==> src/bptc_pkg.sv <==
// Package: widths, microcode field types and the control program for the compensation block.
package bptc_pkg;

    localparam int RAW_W     = 24;
    localparam int COEF_W    = 16;
    localparam int TEMP_W    = 19;
    localparam int PRESS_W   = 21;
    localparam int DT_W      = 26;
    localparam int MUL_W     = 26;
    localparam int PROD_W    = 2 * MUL_W;
    localparam int WIDE_W    = 42;
    localparam int ACC_W     = 64;
    localparam int NUM_REGS  = 6;
    localparam int CFG_IDX_W = 3;
    localparam int PC_W      = 5;

    // register indexes
    localparam logic [CFG_IDX_W-1:0] REG_PRESS_SENS   = 3'd0;
    localparam logic [CFG_IDX_W-1:0] REG_PRESS_OFFSET = 3'd1;
    localparam logic [CFG_IDX_W-1:0] REG_SENS_TEMP    = 3'd2;
    localparam logic [CFG_IDX_W-1:0] REG_OFFSET_TEMP  = 3'd3;
    localparam logic [CFG_IDX_W-1:0] REG_REF_TEMP     = 3'd4;
    localparam logic [CFG_IDX_W-1:0] REG_TEMP_SENS    = 3'd5;

    // temperature thresholds in 0.01 C
    localparam logic signed [TEMP_W-1:0] WARM_LIMIT = 19'sd2000;
    localparam logic signed [TEMP_W-1:0] COLD_LIMIT = -19'sd1500;

    // program addresses
    localparam logic [PC_W-1:0] PC_START     = 5'd0;
    localparam logic [PC_W-1:0] PC_PRESS     = 5'd4;
    localparam logic [PC_W-1:0] PC_PMUL      = 5'd13;
    localparam logic [PC_W-1:0] PC_LAST      = 5'd17;

    typedef enum logic [1:0] {
        SEQ_IDLE = 2'b01,
        SEQ_RUN  = 2'b10
    } seq_state_t;

    // multiplier operand pair
    typedef enum logic [3:0] {
        MSEL_NONE,
        MSEL_DT_C6,
        MSEL_C4_DT,
        MSEL_C3_DT,
        MSEL_DT_DT,
        MSEL_T_T,
        MSEL_U_U,
        MSEL_RAW_HI,
        MSEL_RAW_LO
    } msel_t;

    // datapath operation
    typedef enum logic [3:0] {
        AOP_NOP,
        AOP_DT,
        AOP_TEMP1,
        AOP_OFF,
        AOP_SENS,
        AOP_T2,
        AOP_Q5,
        AOP_CORR1,
        AOP_Q7,
        AOP_CORR2A,
        AOP_CORR2B,
        AOP_P_HI,
        AOP_P_LO,
        AOP_P_OFF,
        AOP_EMIT
    } aop_t;

    // sequencing
    typedef enum logic [2:0] {
        JC_NEXT,
        JC_PRESS,
        JC_WARM,
        JC_MILD,
        JC_DONE
    } jc_t;

    typedef struct packed {
        msel_t            msel;
        aop_t             aop;
        jc_t              jc;
        logic [PC_W-1:0]  target;
    } ctrl_t;

    function automatic ctrl_t seq_rom(input logic [PC_W-1:0] pc);
        ctrl_t c;
        c = '{msel: MSEL_NONE, aop: AOP_NOP, jc: JC_DONE, target: PC_START};
        unique case (pc)
            // temperature word
            5'd0:  c = '{MSEL_NONE,   AOP_NOP,    JC_PRESS, PC_PRESS};
            5'd1:  c = '{MSEL_NONE,   AOP_DT,     JC_NEXT,  PC_START};
            5'd2:  c = '{MSEL_DT_C6,  AOP_NOP,    JC_NEXT,  PC_START};
            5'd3:  c = '{MSEL_NONE,   AOP_TEMP1,  JC_DONE,  PC_START};
            // pressure word
            5'd4:  c = '{MSEL_C4_DT,  AOP_NOP,    JC_NEXT,  PC_START};
            5'd5:  c = '{MSEL_C3_DT,  AOP_OFF,    JC_NEXT,  PC_START};
            5'd6:  c = '{MSEL_DT_DT,  AOP_SENS,   JC_WARM,  PC_PMUL};
            5'd7:  c = '{MSEL_T_T,    AOP_T2,     JC_NEXT,  PC_START};
            5'd8:  c = '{MSEL_U_U,    AOP_Q5,     JC_NEXT,  PC_START};
            5'd9:  c = '{MSEL_NONE,   AOP_CORR1,  JC_MILD,  PC_PMUL};
            5'd10: c = '{MSEL_NONE,   AOP_Q7,     JC_NEXT,  PC_START};
            5'd11: c = '{MSEL_NONE,   AOP_CORR2A, JC_NEXT,  PC_START};
            5'd12: c = '{MSEL_NONE,   AOP_CORR2B, JC_NEXT,  PC_START};
            5'd13: c = '{MSEL_RAW_HI, AOP_NOP,    JC_NEXT,  PC_START};
            5'd14: c = '{MSEL_RAW_LO, AOP_P_HI,   JC_NEXT,  PC_START};
            5'd15: c = '{MSEL_NONE,   AOP_P_LO,   JC_NEXT,  PC_START};
            5'd16: c = '{MSEL_NONE,   AOP_P_OFF,  JC_NEXT,  PC_START};
            5'd17: c = '{MSEL_NONE,   AOP_EMIT,   JC_DONE,  PC_START};
            default: c = '{MSEL_NONE, AOP_NOP,    JC_DONE,  PC_START};
        endcase
        return c;
    endfunction

endpackage

==> src/baro_pressure_temp_compensation.sv <==
// Top level: microcoded barometric temperature and pressure compensation.
//
// Takes one raw 24-bit converter word at a time. A temperature word (cmd 0)
// updates the stored dT and first-order temperature and gives no result. A
// pressure word (cmd 1) gives one result word with corrected temperature
// (0.01 C) and pressure (Pa), both saturated; the second-order correction is
// skipped at or above 20.00 C and gains a further term below -15.00 C. The
// control program runs every product through one shared 26x26 signed
// multiplier; s_ready is high whenever no word is in work, and a finished
// result sits in the output register, so the next word can be taken while it
// waits. If the previous result has not been taken, the final step holds
// until it is. Calibration words C1..C6 must be written through cfg_wr_* at
// indexes 0..5 only while idle, which the block itself does not enforce;
// other indexes are ignored.
module baro_pressure_temp_compensation (
    input  logic                                  aclk,
    input  logic                                  aresetn,
    input  logic                                  cfg_wr_en,
    input  logic [bptc_pkg::CFG_IDX_W-1:0]        cfg_wr_index,
    input  logic [bptc_pkg::COEF_W-1:0]           cfg_wr_data,
    input  logic                                  s_valid,
    output logic                                  s_ready,
    input  logic                                  s_cmd,
    input  logic [bptc_pkg::RAW_W-1:0]            s_raw_sample,
    output logic                                  m_valid,
    input  logic                                  m_ready,
    output logic signed [bptc_pkg::TEMP_W-1:0]    m_temperature,
    output logic signed [bptc_pkg::PRESS_W-1:0]   m_pressure
);

    localparam int TW = bptc_pkg::TEMP_W;
    localparam int PW = bptc_pkg::PRESS_W;
    localparam int MW = bptc_pkg::MUL_W;
    localparam int QW = bptc_pkg::PROD_W;
    localparam int WW = bptc_pkg::WIDE_W;
    localparam int AW = bptc_pkg::ACC_W;

    // calibration words
    logic [bptc_pkg::COEF_W-1:0] coef_reg [bptc_pkg::NUM_REGS];

    // sequencer
    bptc_pkg::seq_state_t        state_reg, state_next;
    logic [bptc_pkg::PC_W-1:0]   pc_reg, pc_next;
    bptc_pkg::ctrl_t             ctrl;
    logic                        step_en;
    logic                        emit_fire;
    logic                        take_cond;

    // input word
    logic                        cmd_reg;
    logic [bptc_pkg::RAW_W-1:0]  raw_reg;

    // persistent state
    logic signed [bptc_pkg::DT_W-1:0] dt_reg, dt_next;
    logic signed [TW-1:0]             ftemp_reg, ftemp_next;

    // datapath scratch
    logic signed [MW-1:0]  mul_a, mul_b;
    logic signed [QW-1:0]  prod_reg, prod_next;
    logic signed [WW-1:0]  off_reg, off_next;
    logic signed [WW-1:0]  sens_reg, sens_next;
    logic signed [WW-1:0]  q_reg, q_next;
    logic signed [WW-1:0]  prod_w;
    logic [17:0]           t2_reg, t2_next;
    logic signed [AW-1:0]  acc_reg, acc_next;

    // output
    logic                  m_valid_reg, m_valid_next;
    logic signed [TW-1:0]  m_temp_reg, m_temp_next;
    logic signed [PW-1:0]  m_press_reg, m_press_next;

    // intermediate values
    logic signed [MW-1:0]  ftemp_ext;
    logic signed [29:0]    temp1_sum;
    logic signed [TW:0]    tcorr;
    logic signed [AW-1:0]  press_sh;

    assign s_ready       = (state_reg == bptc_pkg::SEQ_IDLE);
    assign m_valid       = m_valid_reg;
    assign m_temperature = m_temp_reg;
    assign m_pressure    = m_press_reg;

    assign ctrl      = bptc_pkg::seq_rom(pc_reg);
    // hold the last step while the previous result is still waiting
    assign step_en   = (state_reg == bptc_pkg::SEQ_RUN) &&
                       !(ctrl.aop == bptc_pkg::AOP_EMIT && m_valid_reg && !m_ready);
    assign emit_fire = step_en && (ctrl.aop == bptc_pkg::AOP_EMIT);
    assign ftemp_ext = MW'(ftemp_reg);
    assign prod_w    = WW'(prod_reg);

    // jump condition select
    always_comb begin
        unique case (ctrl.jc)
            bptc_pkg::JC_PRESS: take_cond = cmd_reg;
            bptc_pkg::JC_WARM:  take_cond = (ftemp_reg >= bptc_pkg::WARM_LIMIT);
            bptc_pkg::JC_MILD:  take_cond = (ftemp_reg >= bptc_pkg::COLD_LIMIT);
            default:            take_cond = 1'b0;
        endcase
    end

    // sequencer next state
    always_comb begin
        state_next = state_reg;
        pc_next    = pc_reg;
        if (state_reg == bptc_pkg::SEQ_IDLE) begin
            if (s_valid) begin
                state_next = bptc_pkg::SEQ_RUN;
                pc_next    = bptc_pkg::PC_START;
            end
        end else if (step_en) begin
            if (ctrl.jc == bptc_pkg::JC_DONE) begin
                state_next = bptc_pkg::SEQ_IDLE;
            end else if (take_cond) begin
                pc_next = ctrl.target;
            end else begin
                pc_next = pc_reg + 1'b1;
            end
        end
    end

    // shared multiplier operand select
    always_comb begin
        mul_a = '0;
        mul_b = '0;
        unique case (ctrl.msel)
            bptc_pkg::MSEL_DT_C6: begin
                mul_a = MW'(dt_reg);
                mul_b = $signed({{(MW-bptc_pkg::COEF_W){1'b0}},
                                 coef_reg[bptc_pkg::REG_TEMP_SENS]});
            end
            bptc_pkg::MSEL_C4_DT: begin
                mul_a = MW'(dt_reg);
                mul_b = $signed({{(MW-bptc_pkg::COEF_W){1'b0}},
                                 coef_reg[bptc_pkg::REG_OFFSET_TEMP]});
            end
            bptc_pkg::MSEL_C3_DT: begin
                mul_a = MW'(dt_reg);
                mul_b = $signed({{(MW-bptc_pkg::COEF_W){1'b0}},
                                 coef_reg[bptc_pkg::REG_SENS_TEMP]});
            end
            bptc_pkg::MSEL_DT_DT: begin
                mul_a = MW'(dt_reg);
                mul_b = MW'(dt_reg);
            end
            bptc_pkg::MSEL_T_T: begin
                mul_a = ftemp_ext - MW'(bptc_pkg::WARM_LIMIT);
                mul_b = ftemp_ext - MW'(bptc_pkg::WARM_LIMIT);
            end
            bptc_pkg::MSEL_U_U: begin
                mul_a = ftemp_ext - MW'(bptc_pkg::COLD_LIMIT);
                mul_b = ftemp_ext - MW'(bptc_pkg::COLD_LIMIT);
            end
            bptc_pkg::MSEL_RAW_HI: begin
                // upper part of SENS, signed
                mul_a = $signed({{(MW-bptc_pkg::RAW_W){1'b0}}, raw_reg});
                mul_b = MW'($signed(sens_reg[WW-1:20]));
            end
            bptc_pkg::MSEL_RAW_LO: begin
                // lower 20 bits of SENS, unsigned
                mul_a = $signed({{(MW-bptc_pkg::RAW_W){1'b0}}, raw_reg});
                mul_b = $signed({{(MW-20){1'b0}}, sens_reg[19:0]});
            end
            default: begin
                mul_a = '0;
                mul_b = '0;
            end
        endcase
    end

    assign prod_next = (step_en && ctrl.msel != bptc_pkg::MSEL_NONE) ?
                       (mul_a * mul_b) : prod_reg;

    // datapath operations
    always_comb begin
        dt_next      = dt_reg;
        ftemp_next   = ftemp_reg;
        off_next     = off_reg;
        sens_next    = sens_reg;
        q_next       = q_reg;
        t2_next      = t2_reg;
        acc_next     = acc_reg;
        m_temp_next  = m_temp_reg;
        m_press_next = m_press_reg;
        temp1_sum    = 30'(prod_reg >>> 23) + 30'sd2000;
        tcorr        = $signed({ftemp_reg[TW-1], ftemp_reg}) - $signed({2'b00, t2_reg});
        press_sh     = acc_reg >>> 15;
        if (step_en) begin
            unique case (ctrl.aop)
                bptc_pkg::AOP_DT: begin
                    dt_next = $signed({2'b00, raw_reg}) -
                              $signed({2'b00, coef_reg[bptc_pkg::REG_REF_TEMP], 8'h00});
                end
                bptc_pkg::AOP_TEMP1: begin
                    if (temp1_sum > 30'sd262143) begin
                        ftemp_next = {1'b0, {(TW-1){1'b1}}};
                    end else if (temp1_sum < -30'sd262144) begin
                        ftemp_next = {1'b1, {(TW-1){1'b0}}};
                    end else begin
                        ftemp_next = TW'(temp1_sum);
                    end
                end
                bptc_pkg::AOP_OFF: begin
                    off_next = $signed({10'b0, coef_reg[bptc_pkg::REG_PRESS_OFFSET], 16'h0000})
                               + WW'(prod_reg >>> 7);
                end
                bptc_pkg::AOP_SENS: begin
                    sens_next = $signed({11'b0, coef_reg[bptc_pkg::REG_PRESS_SENS], 15'h0000})
                                + WW'(prod_reg >>> 8);
                    t2_next   = '0;
                end
                bptc_pkg::AOP_T2: begin
                    t2_next = prod_reg[48:31];
                end
                bptc_pkg::AOP_Q5: begin
                    q_next = prod_w + (prod_w <<< 2);
                end
                bptc_pkg::AOP_CORR1: begin
                    off_next  = off_reg - (q_reg >>> 1);
                    sens_next = sens_reg - (q_reg >>> 2);
                end
                bptc_pkg::AOP_Q7: begin
                    q_next = (prod_w <<< 3) - prod_w;
                end
                bptc_pkg::AOP_CORR2A: begin
                    off_next = off_reg - q_reg;
                    q_next   = (prod_w <<< 3) + (prod_w <<< 1) + prod_w;
                end
                bptc_pkg::AOP_CORR2B: begin
                    sens_next = sens_reg - (q_reg >>> 1);
                end
                bptc_pkg::AOP_P_HI: begin
                    acc_next = AW'(prod_reg) <<< 20;
                end
                bptc_pkg::AOP_P_LO: begin
                    acc_next = acc_reg + AW'(prod_reg);
                end
                bptc_pkg::AOP_P_OFF: begin
                    acc_next = (acc_reg >>> 21) - AW'(off_reg);
                end
                bptc_pkg::AOP_EMIT: begin
                    if (tcorr > 20'sd262143) begin
                        m_temp_next = {1'b0, {(TW-1){1'b1}}};
                    end else if (tcorr < -20'sd262144) begin
                        m_temp_next = {1'b1, {(TW-1){1'b0}}};
                    end else begin
                        m_temp_next = TW'(tcorr);
                    end
                    if (press_sh > 64'sd1048575) begin
                        m_press_next = {1'b0, {(PW-1){1'b1}}};
                    end else if (press_sh < -64'sd1048576) begin
                        m_press_next = {1'b1, {(PW-1){1'b0}}};
                    end else begin
                        m_press_next = PW'(press_sh);
                    end
                end
                default: begin
                end
            endcase
        end
    end

    assign m_valid_next = (m_valid_reg && !m_ready) || emit_fire;

    // control and state registers
    always_ff @(posedge aclk) begin
        if (!aresetn) begin
            state_reg   <= bptc_pkg::SEQ_IDLE;
            pc_reg      <= bptc_pkg::PC_START;
            m_valid_reg <= 1'b0;
            dt_reg      <= '0;
            ftemp_reg   <= '0;
            for (int i = 0; i < bptc_pkg::NUM_REGS; i++) begin
                coef_reg[i] <= '0;
            end
        end else begin
            state_reg   <= state_next;
            pc_reg      <= pc_next;
            m_valid_reg <= m_valid_next;
            dt_reg      <= dt_next;
            ftemp_reg   <= ftemp_next;
            if (cfg_wr_en && (32'(cfg_wr_index) < bptc_pkg::NUM_REGS)) begin
                coef_reg[cfg_wr_index] <= cfg_wr_data;
            end
        end
    end

    // payload and scratch registers
    always_ff @(posedge aclk) begin
        if (s_valid && s_ready) begin
            cmd_reg <= s_cmd;
            raw_reg <= s_raw_sample;
        end
        prod_reg    <= prod_next;
        off_reg     <= off_next;
        sens_reg    <= sens_next;
        q_reg       <= q_next;
        t2_reg      <= t2_next;
        acc_reg     <= acc_next;
        m_temp_reg  <= m_temp_next;
        m_press_reg <= m_press_next;
    end

    // program counter never leaves the program while running
    a_pc_range: assert property (@(posedge aclk) disable iff (!aresetn)
        (state_reg == bptc_pkg::SEQ_RUN) |-> (pc_reg <= bptc_pkg::PC_LAST))
        else $error("pc outside program");

    // a result is written only into a free output slot
    a_emit_slot: assert property (@(posedge aclk) disable iff (!aresetn)
        emit_fire |-> (!m_valid_reg || m_ready))
        else $error("result overwrote pending word");

    // dT changes only in its own step
    a_dt_hold: assert property (@(posedge aclk) disable iff (!aresetn)
        !(step_en && ctrl.aop == bptc_pkg::AOP_DT) |=> $stable(dt_reg))
        else $error("dT changed outside its step");

    // a temperature word gives no result
    a_temp_silent: assert property (@(posedge aclk) disable iff (!aresetn)
        (s_valid && s_ready && !s_cmd) |=>
            !$rose(m_valid_reg) ##1 !$rose(m_valid_reg) ##1
            !$rose(m_valid_reg) ##1 !$rose(m_valid_reg) ##1 !$rose(m_valid_reg))
        else $error("temperature word produced a result");

endmodule

==> config.mk <==
export PLATFORM = sky130hd
export DESIGN_NAME = baro_pressure_temp_compensation
export DESIGN_NICKNAME = d
export VERILOG_FILES = /design/src/bptc_pkg.sv /design/src/baro_pressure_temp_compensation.sv
export SDC_FILE = /design/constraint.sdc
export NUM_CORES = 2
export LEC_CHECK = 0
export BUFFER_PORTS_ARGS = -buffer_cell sky130_fd_sc_hd__buf_2
export CAP_MARGIN = 10
export CORE_MARGIN = 3
export CORE_UTILIZATION = 60
export DETAILED_ROUTE_END_ITERATION = 16
export PLACE_DENSITY = 0.79
export RECOVER_POWER = 50
export SYNTH_ARGS = -nofsm -noshare
export SYNTH_HDL_FRONTEND = slang
export SYNTH_SLANG_ARGS = --single-unit
==> constraint.sdc <==
create_clock -name aclk -period 9.3 [get_ports aclk]
set_clock_uncertainty 0.1 [all_clocks]
set_input_delay 1.395 -clock aclk [delete_from_list [all_inputs] [get_ports aclk]]
set_output_delay 1.395 -clock aclk [all_outputs]
set_load 0.005 [all_outputs]
=== Yosys cells after proc, flatten, opt, wreduce, memory -nomap -nowiden ===
Memories as Yosys holds them, arrays and structs flattened. A register that Yosys moved wholly into a read port is not among the register bits.
Cells that the tools add are included.

* Multiply operators: 1
* Divide/modulo/power cells: 0
* $lt $le $gt $ge: 9
* Mux-type cells: 30
* Add/sub/neg operators: 18
* Reductions and logical operators: 32
* Shift operators: 0
* Bitwise logic cells: 0
* Equal/unequal tests: 30

{| class="wikitable"
|+ Operators with widths
! cell !! count
|-
| case mux 42 bit (3 select lines) || 3
|-
| case mux 26 bit (8 select lines) || 1
|-
| case mux 64 bit (3 select lines) || 1
|-
| adder 42 bit || 3
|-
| case mux 26 bit (4 select lines) || 1
|-
| subtractor 42 x 41 -> 42 bit || 2
|-
| subtractor 42 bit || 2
|-
| adder 64 x 52 -> 64 bit || 1
|-
| 2-to-1 mux 19 bit || 3
|-
| multiplier 26 x 26 -> 52 bit || 1
|-
| greater-than comparator 49 x 21 -> 1 bit, second input constant || 1
|-
| less-than comparator 49 x 21 -> 1 bit, second input constant || 1
|-
| subtractor 43 x 42 -> 44 bit || 1
|-
| adder 32 x 42 -> 42 bit || 1
|-
| adder 33 x 42 -> 42 bit || 1
|-
| subtractor 42 x 40 -> 42 bit || 1
|-
| subtractor 19 x 12 -> 20 bit, second input constant || 2
|-
| greater-or-equal comparator 19 x 12 -> 1 bit, second input constant || 2
|-
| case mux 18 bit (2 select lines) || 1
|-
| 2-to-1 mux 5 bit || 7
|-
| equality test 4 x 3 -> 1 bit, second input constant || 8
|-
| equality test 4 bit, second input constant || 8
|-
| adder 29 x 12 -> 30 bit, second input constant || 1
|-
| greater-than comparator 30 x 19 -> 1 bit, second input constant || 1
|-
| 32 further kinds || 66
|}

* Memories: 2
* Latch bits: 0
* Output and inout port bits: 42
* ROM bits: 448
* Input port bits: 49
* Word-level logic and storage cells: 137
* Flip-flop bits (word level): 378
* Memory bits (writable): 96

{| class="wikitable"
|+ Memory list
! name !! words !! bits a word !! read ports !! clocked after memory_dff !! wr ports !! RTL line !! text
|-
| (name not given) || 32 || 14 || 1 || 1 || 0 || bptc_pkg.sv:91 || <nowiki>unique case (pc)</nowiki>
|-
| coef_reg || 6 || 16 || 6 || 0 || 6 || baro_pressure_temp_compensation.sv:39 || <nowiki>logic [bptc_pkg::COEF_W-1:0] coef_reg [bptc_pkg::NUM_REGS];</nowiki>
|}

=== Longest topological paths before layout ===
* Depth in word-level cells: 9
* Depth in mapped cells: 39

=== Worst setup path before layout ===
No wires, ideal clock.

* Kind: reg2reg
* Start: register ftemp_reg[6]
* End: register prod_reg[49] (data pin)
* Period minus slack after synthesis: 8.966 ns
* Data required time: 8.941 ns
* Arrival: 8.607 ns
* Cell stages (with the launch flop): 37
* Buffers on the path: 3
* Setup slack: 0.334 ns
* Path through: dfxtp_1 > clkbuf_1 > or3_1 > or2_2 > a21oi_1 > nor2b_1 > a21oi_1 > o21ai_0 > o21ai_1 > clkbuf_1 > nor2_1 > nand2_1 > clkbuf_1 > nand2_1 > fa_1 > inv_1 > fa_1 > fa_1 > fa_1 > fa_1 > fa_1 > inv_1 > fa_1 > inv_1 > ha_1 > a21o_1 > a21o_1 > a21o_1 > a21o_1 > a21o_1 > nand4_1 > o2111ai_1 > a21oi_1 > o21a_1 > o31ai_1 > a21oi_1 > xnor2_1

* Cells in the longest elaborated chain, start to end: 3
* Elaborated cells on any way between the ends: 5
* Classes of those cells: add/sub: 2; mul: 1; mux: 2

{| class="wikitable"
|+ RTL lines
! item !! RTL line !! text
|-
| from (decl) || baro_pressure_temp_compensation.sv:55 || <nowiki>logic signed [TW-1:0] ftemp_reg, ftemp_next;</nowiki>
|-
| from (signal assigned) || baro_pressure_temp_compensation.sv:280 || <nowiki>ftemp_reg <= ftemp_next;</nowiki>
|-
| subtractor 19 x 12 -> 20 bit (on tied branches) || n/a ||
|-
| case mux 26 bit (8 select lines) or case mux 26 bit (4 select lines) (tied branches) || baro_pressure_temp_compensation.sv:125 || <nowiki>unique case (ctrl.msel)</nowiki>
|-
| multiplier 26 x 26 -> 52 bit * || baro_pressure_temp_compensation.sv:171 || <nowiki>(mul_a * mul_b) : prod_reg;</nowiki>
|-
| to (signal assigned) || baro_pressure_temp_compensation.sv:293 || <nowiki>prod_reg <= prod_next;</nowiki>
|-
| to (decl) || baro_pressure_temp_compensation.sv:59 || <nowiki>logic signed [QW-1:0] prod_reg, prod_next;</nowiki>
|}

Mark *: on every way between the ends. The rest lies on a longest branch, timed or not.
A chain may end at the register's enable or synchronous reset.

=== Final worst setup path ===
* Start: register ftemp_reg[4]
* End: register prod_reg[50] (data pin)

Same word-level chain as after synthesis.

==> impl_metrics.yaml <==
yosys:
  ys_seq_area_share_pct: 21.3
  synth_xor_area_share_pct: 5.37
  synth_fp_nets: 8668
  synthArstFlopShare_pct: 0
  synth_cells: 7348
  synth.mux.area_fraction_pct: 1.58
  syn_area_sq_um: 65500
  ys.flop_type: "edfxtp_1"
  ys_ff_latch: 485
  synth_adder_area_share_pct: 32.8
  syn_area_per_cell_sq_um: 8.91
  synth_edf_count: 421
  ys.warnings.count: 0
  ys_types: 101
  synth_compound_area_share_pct: 17.0
  yosys.area_share.simple_pct: 14.4
  synth_top_family_by_area: "adder cells"
floorplanning:
  num_io_pins: 91
  initial_core_util_pct: 60.8
  die_area_sq_um: 113000
  num_rows: 120
  dieHeight_microns: 336
  core_sq_um: 108000
  dieWidth_microns: 336
critical_path:
  slowest_stage: "fa_1"
  cp_data_arrival_time_ns: 9.38
  crit_path_end_kind: "flip-flop"
  reg2reg_to: "prod_reg[50]"
  slowest_delay_ns: 0.58
  cp_num_cells: 33
  path_delay_family: "adder cells"
  cpMostUsedCell: "fa_1"
  worstSetupStartpointType: "flip-flop"
  r2r_start: "ftemp_reg[4]"
  path_buf_inv: 5
  required_ns: 9.66
  path_class: "reg -> reg"
  cp-endpoint: "prod_reg[50]"
  crit_path_max_fanout: 8
  ff2ff_setup_slack_ns: 0.28
  reg2reg_depth: 33
  crit_path_start: "ftemp_reg[4]"
finish:
  fin_nets: 8726
  area_delta_synth_final_pct: 7.21
  largest_reg_flops: 96
  layout-drive-gt1-share_pct: 6.04
  final_area_sq_um: 70200
timing:
  finalCritPeriodShare_pct: 97.0
  fin_crit_ns: 9.02
  relSlewSlack_pct: -191
  fmax_mhz: 111
  setup-tns-final_ns: 0
  worstMarginPinSlew_ns: 4.37
  finalMaxSlewViolations: 520
  setup_viol: 0
  timing_hold_violations_final: 0
status:
  status: "complete, but fails checks"
  violations: "capacitance limit, slew limit"
global_route:
  met2_usage_pct: 60.8
  overflow: 0
  grt.total_usage_pct: 40.7
  grt_pass1_wl_microns: 344000
  grt_use_met1_pct: 52.2
  grt_util_met3_pct: 10.9
  first_global_vias: 56300
  busiest_layer: "met2"
  antenna_found_initial: 15
  grt_max_degree: 80
placed_design:
  port_buffers: 90
  dp_hpwl_microns: 184000
  place_congestion: 1.03
  placed_area_sq_um: 68400
hold_path:
  hold_path.class: "reg -> reg"
clock_tree:
  clockRootBuffer: "clkbuf_16"
  cts_tree: "yes"
  hold_buffers: 0
  clkSinkCount: 485
  clkTransAtPathRegs_ns: 0.06
  htreeDepth: 2
  clk_latency_ns: 0.71
  clockBufferDepth: 3
  numCtsBuffers: 56
pwr:
  max-vdd-ir-drop_v: 0.000175
  p_leak_uw: 0.0327
  p_per_area_nw_per_um2: 69.9
  total_power_uw: 4910
route:
  dr.pass1.iters: 8
  num_vias: 56600
  ant_nets: 0
  wl_microns: 230000
  drc: 0
  drt_iter0_markers: 7026
  routedWlPerCell_microns: 25.9
  avgViaCountPerCell: 6.39
run:
  max_cap_violations: 12
==> timing repair <==
item | in CTS | in global routing
buffers inserted | 0 | 2
resized for setup | 0 | 49
setup endpoints to repair | 0 | 15
==> cell usage after synthesis (77+ instances only) <==
cell	n	area share, %
inv_1	991	5.7
nand2_1	864	5.0
fa_1	742	23
nor2_1	574	3.3
ha_1	529	10
a21oi_1	431	3.3
edfxtp_1	421	19
o21ai_0	320	2.4
a21o_1	287	3.3
clkbuf_1	273	1.6
xnor2_1	247	3.3
xor2_1	154	2.1
nand3_1	106	0.81
mux2i_1	95	1.5
nor3_1	84	0.64
nand2b_1	79	0.76
a22oi_1	77	0.88
==> where the power goes <==
group          internal (uW)  switching (uW)  total (uW)
Sequential              2390            29.7        2420
Combinational            104             181         286
Clock                   1170            1030        2200
==> layout by cell type, fill, tap and decap left out, drive strengths merged, types with 79 or more instances in the layout <==
| cell | instances |
|---|---|
| xnor2 | 247 |
| nand3 | 106 |
| a21o | 287 |
| nor3 | 84 |
| buf | 256 |
| fa | 742 |
| nand2b | 79 |
| edfxtp | 421 |
| a21oi | 434 |
| clkbuf | 120 |
| nand2 | 864 |
| xor2 | 154 |
| o21ai | 327 |
| ha | 529 |
| mux2i | 95 |
| nor2 | 575 |
| inv | 995 |
==> stage by stage <==
stage / util (%) / hold slack, ns / setup slack, ns / instances
2_1_floorplan: - / 0.345 / 0.334 / 7348
3_3_place_gp: 63.5 / 0.362 / 0.182 / 8749
3_5_place_dp: 63.5 / 0.377 / 0.0534 / 8749
4_1_cts: 65.2 / 0.386 / 0.0866 / 8854
5_1_grt: 65.2 / 0.402 / -0.0546 / 8856
6_report: 65.2 / 0.390 / 0.280 / 8859
==> area by class of cell <==
type,instances,area [sq um]
Clock buffer,66,1440
Inverter,993,3730
Multi-Input combinational cell,5560,46800
Fill cell,8972,37500
Tap cell,1403,1760
Antenna cell,3,7.51
Timing Repair Buffer,310,2160
Clock inverter,39,328
Sequential cell,485,13900
==> cells by family (layout without fill, tap and decap cells) <==
family,count (synthesis),after routing
and+or+nand+nor,2097,2097
AOI/OAI and AO/OA,1689,1689
buffers and inverters,1303,1408
adders and majority gates,1271,1271
DFF,485,485
xor gates and xnor gates,401,401
muxes,102,102
other,0,3
==> worst min-delay path by stage <==
stage	startpoint	to	cells past startpoint
after floorplan	dt_reg[13]	dt_reg[13]	2
after global placement	dt_reg[2]	dt_reg[2]	2
after detailed placement	dt_reg[2]	dt_reg[2]	2
after CTS	dt_reg[2]	dt_reg[2]	2
after global routing	dt_reg[2]	dt_reg[2]	2
final	dt_reg[2]	dt_reg[2]	2
==> metal layers <==
metal  vias up  routed length [microns]
li1      25100                        -
met5         -                       30
met4         4                    18500
met2      3375                    97400
met3       748                    28200
met1     27400                    85500
==> worst register-to-register path, delay by kind of cell (launching register included) <==
family,cells,cell delay [ns]
buffers and inverters,5,0.55
DFF,1,0.36
AOI/OAI and AO/OA,9,2.21
xor gates and xnor gates,1,0.14
and+or+nand+nor,9,1.61
adders and majority gates,9,3.83
Power figures use the tool's default switching activity.
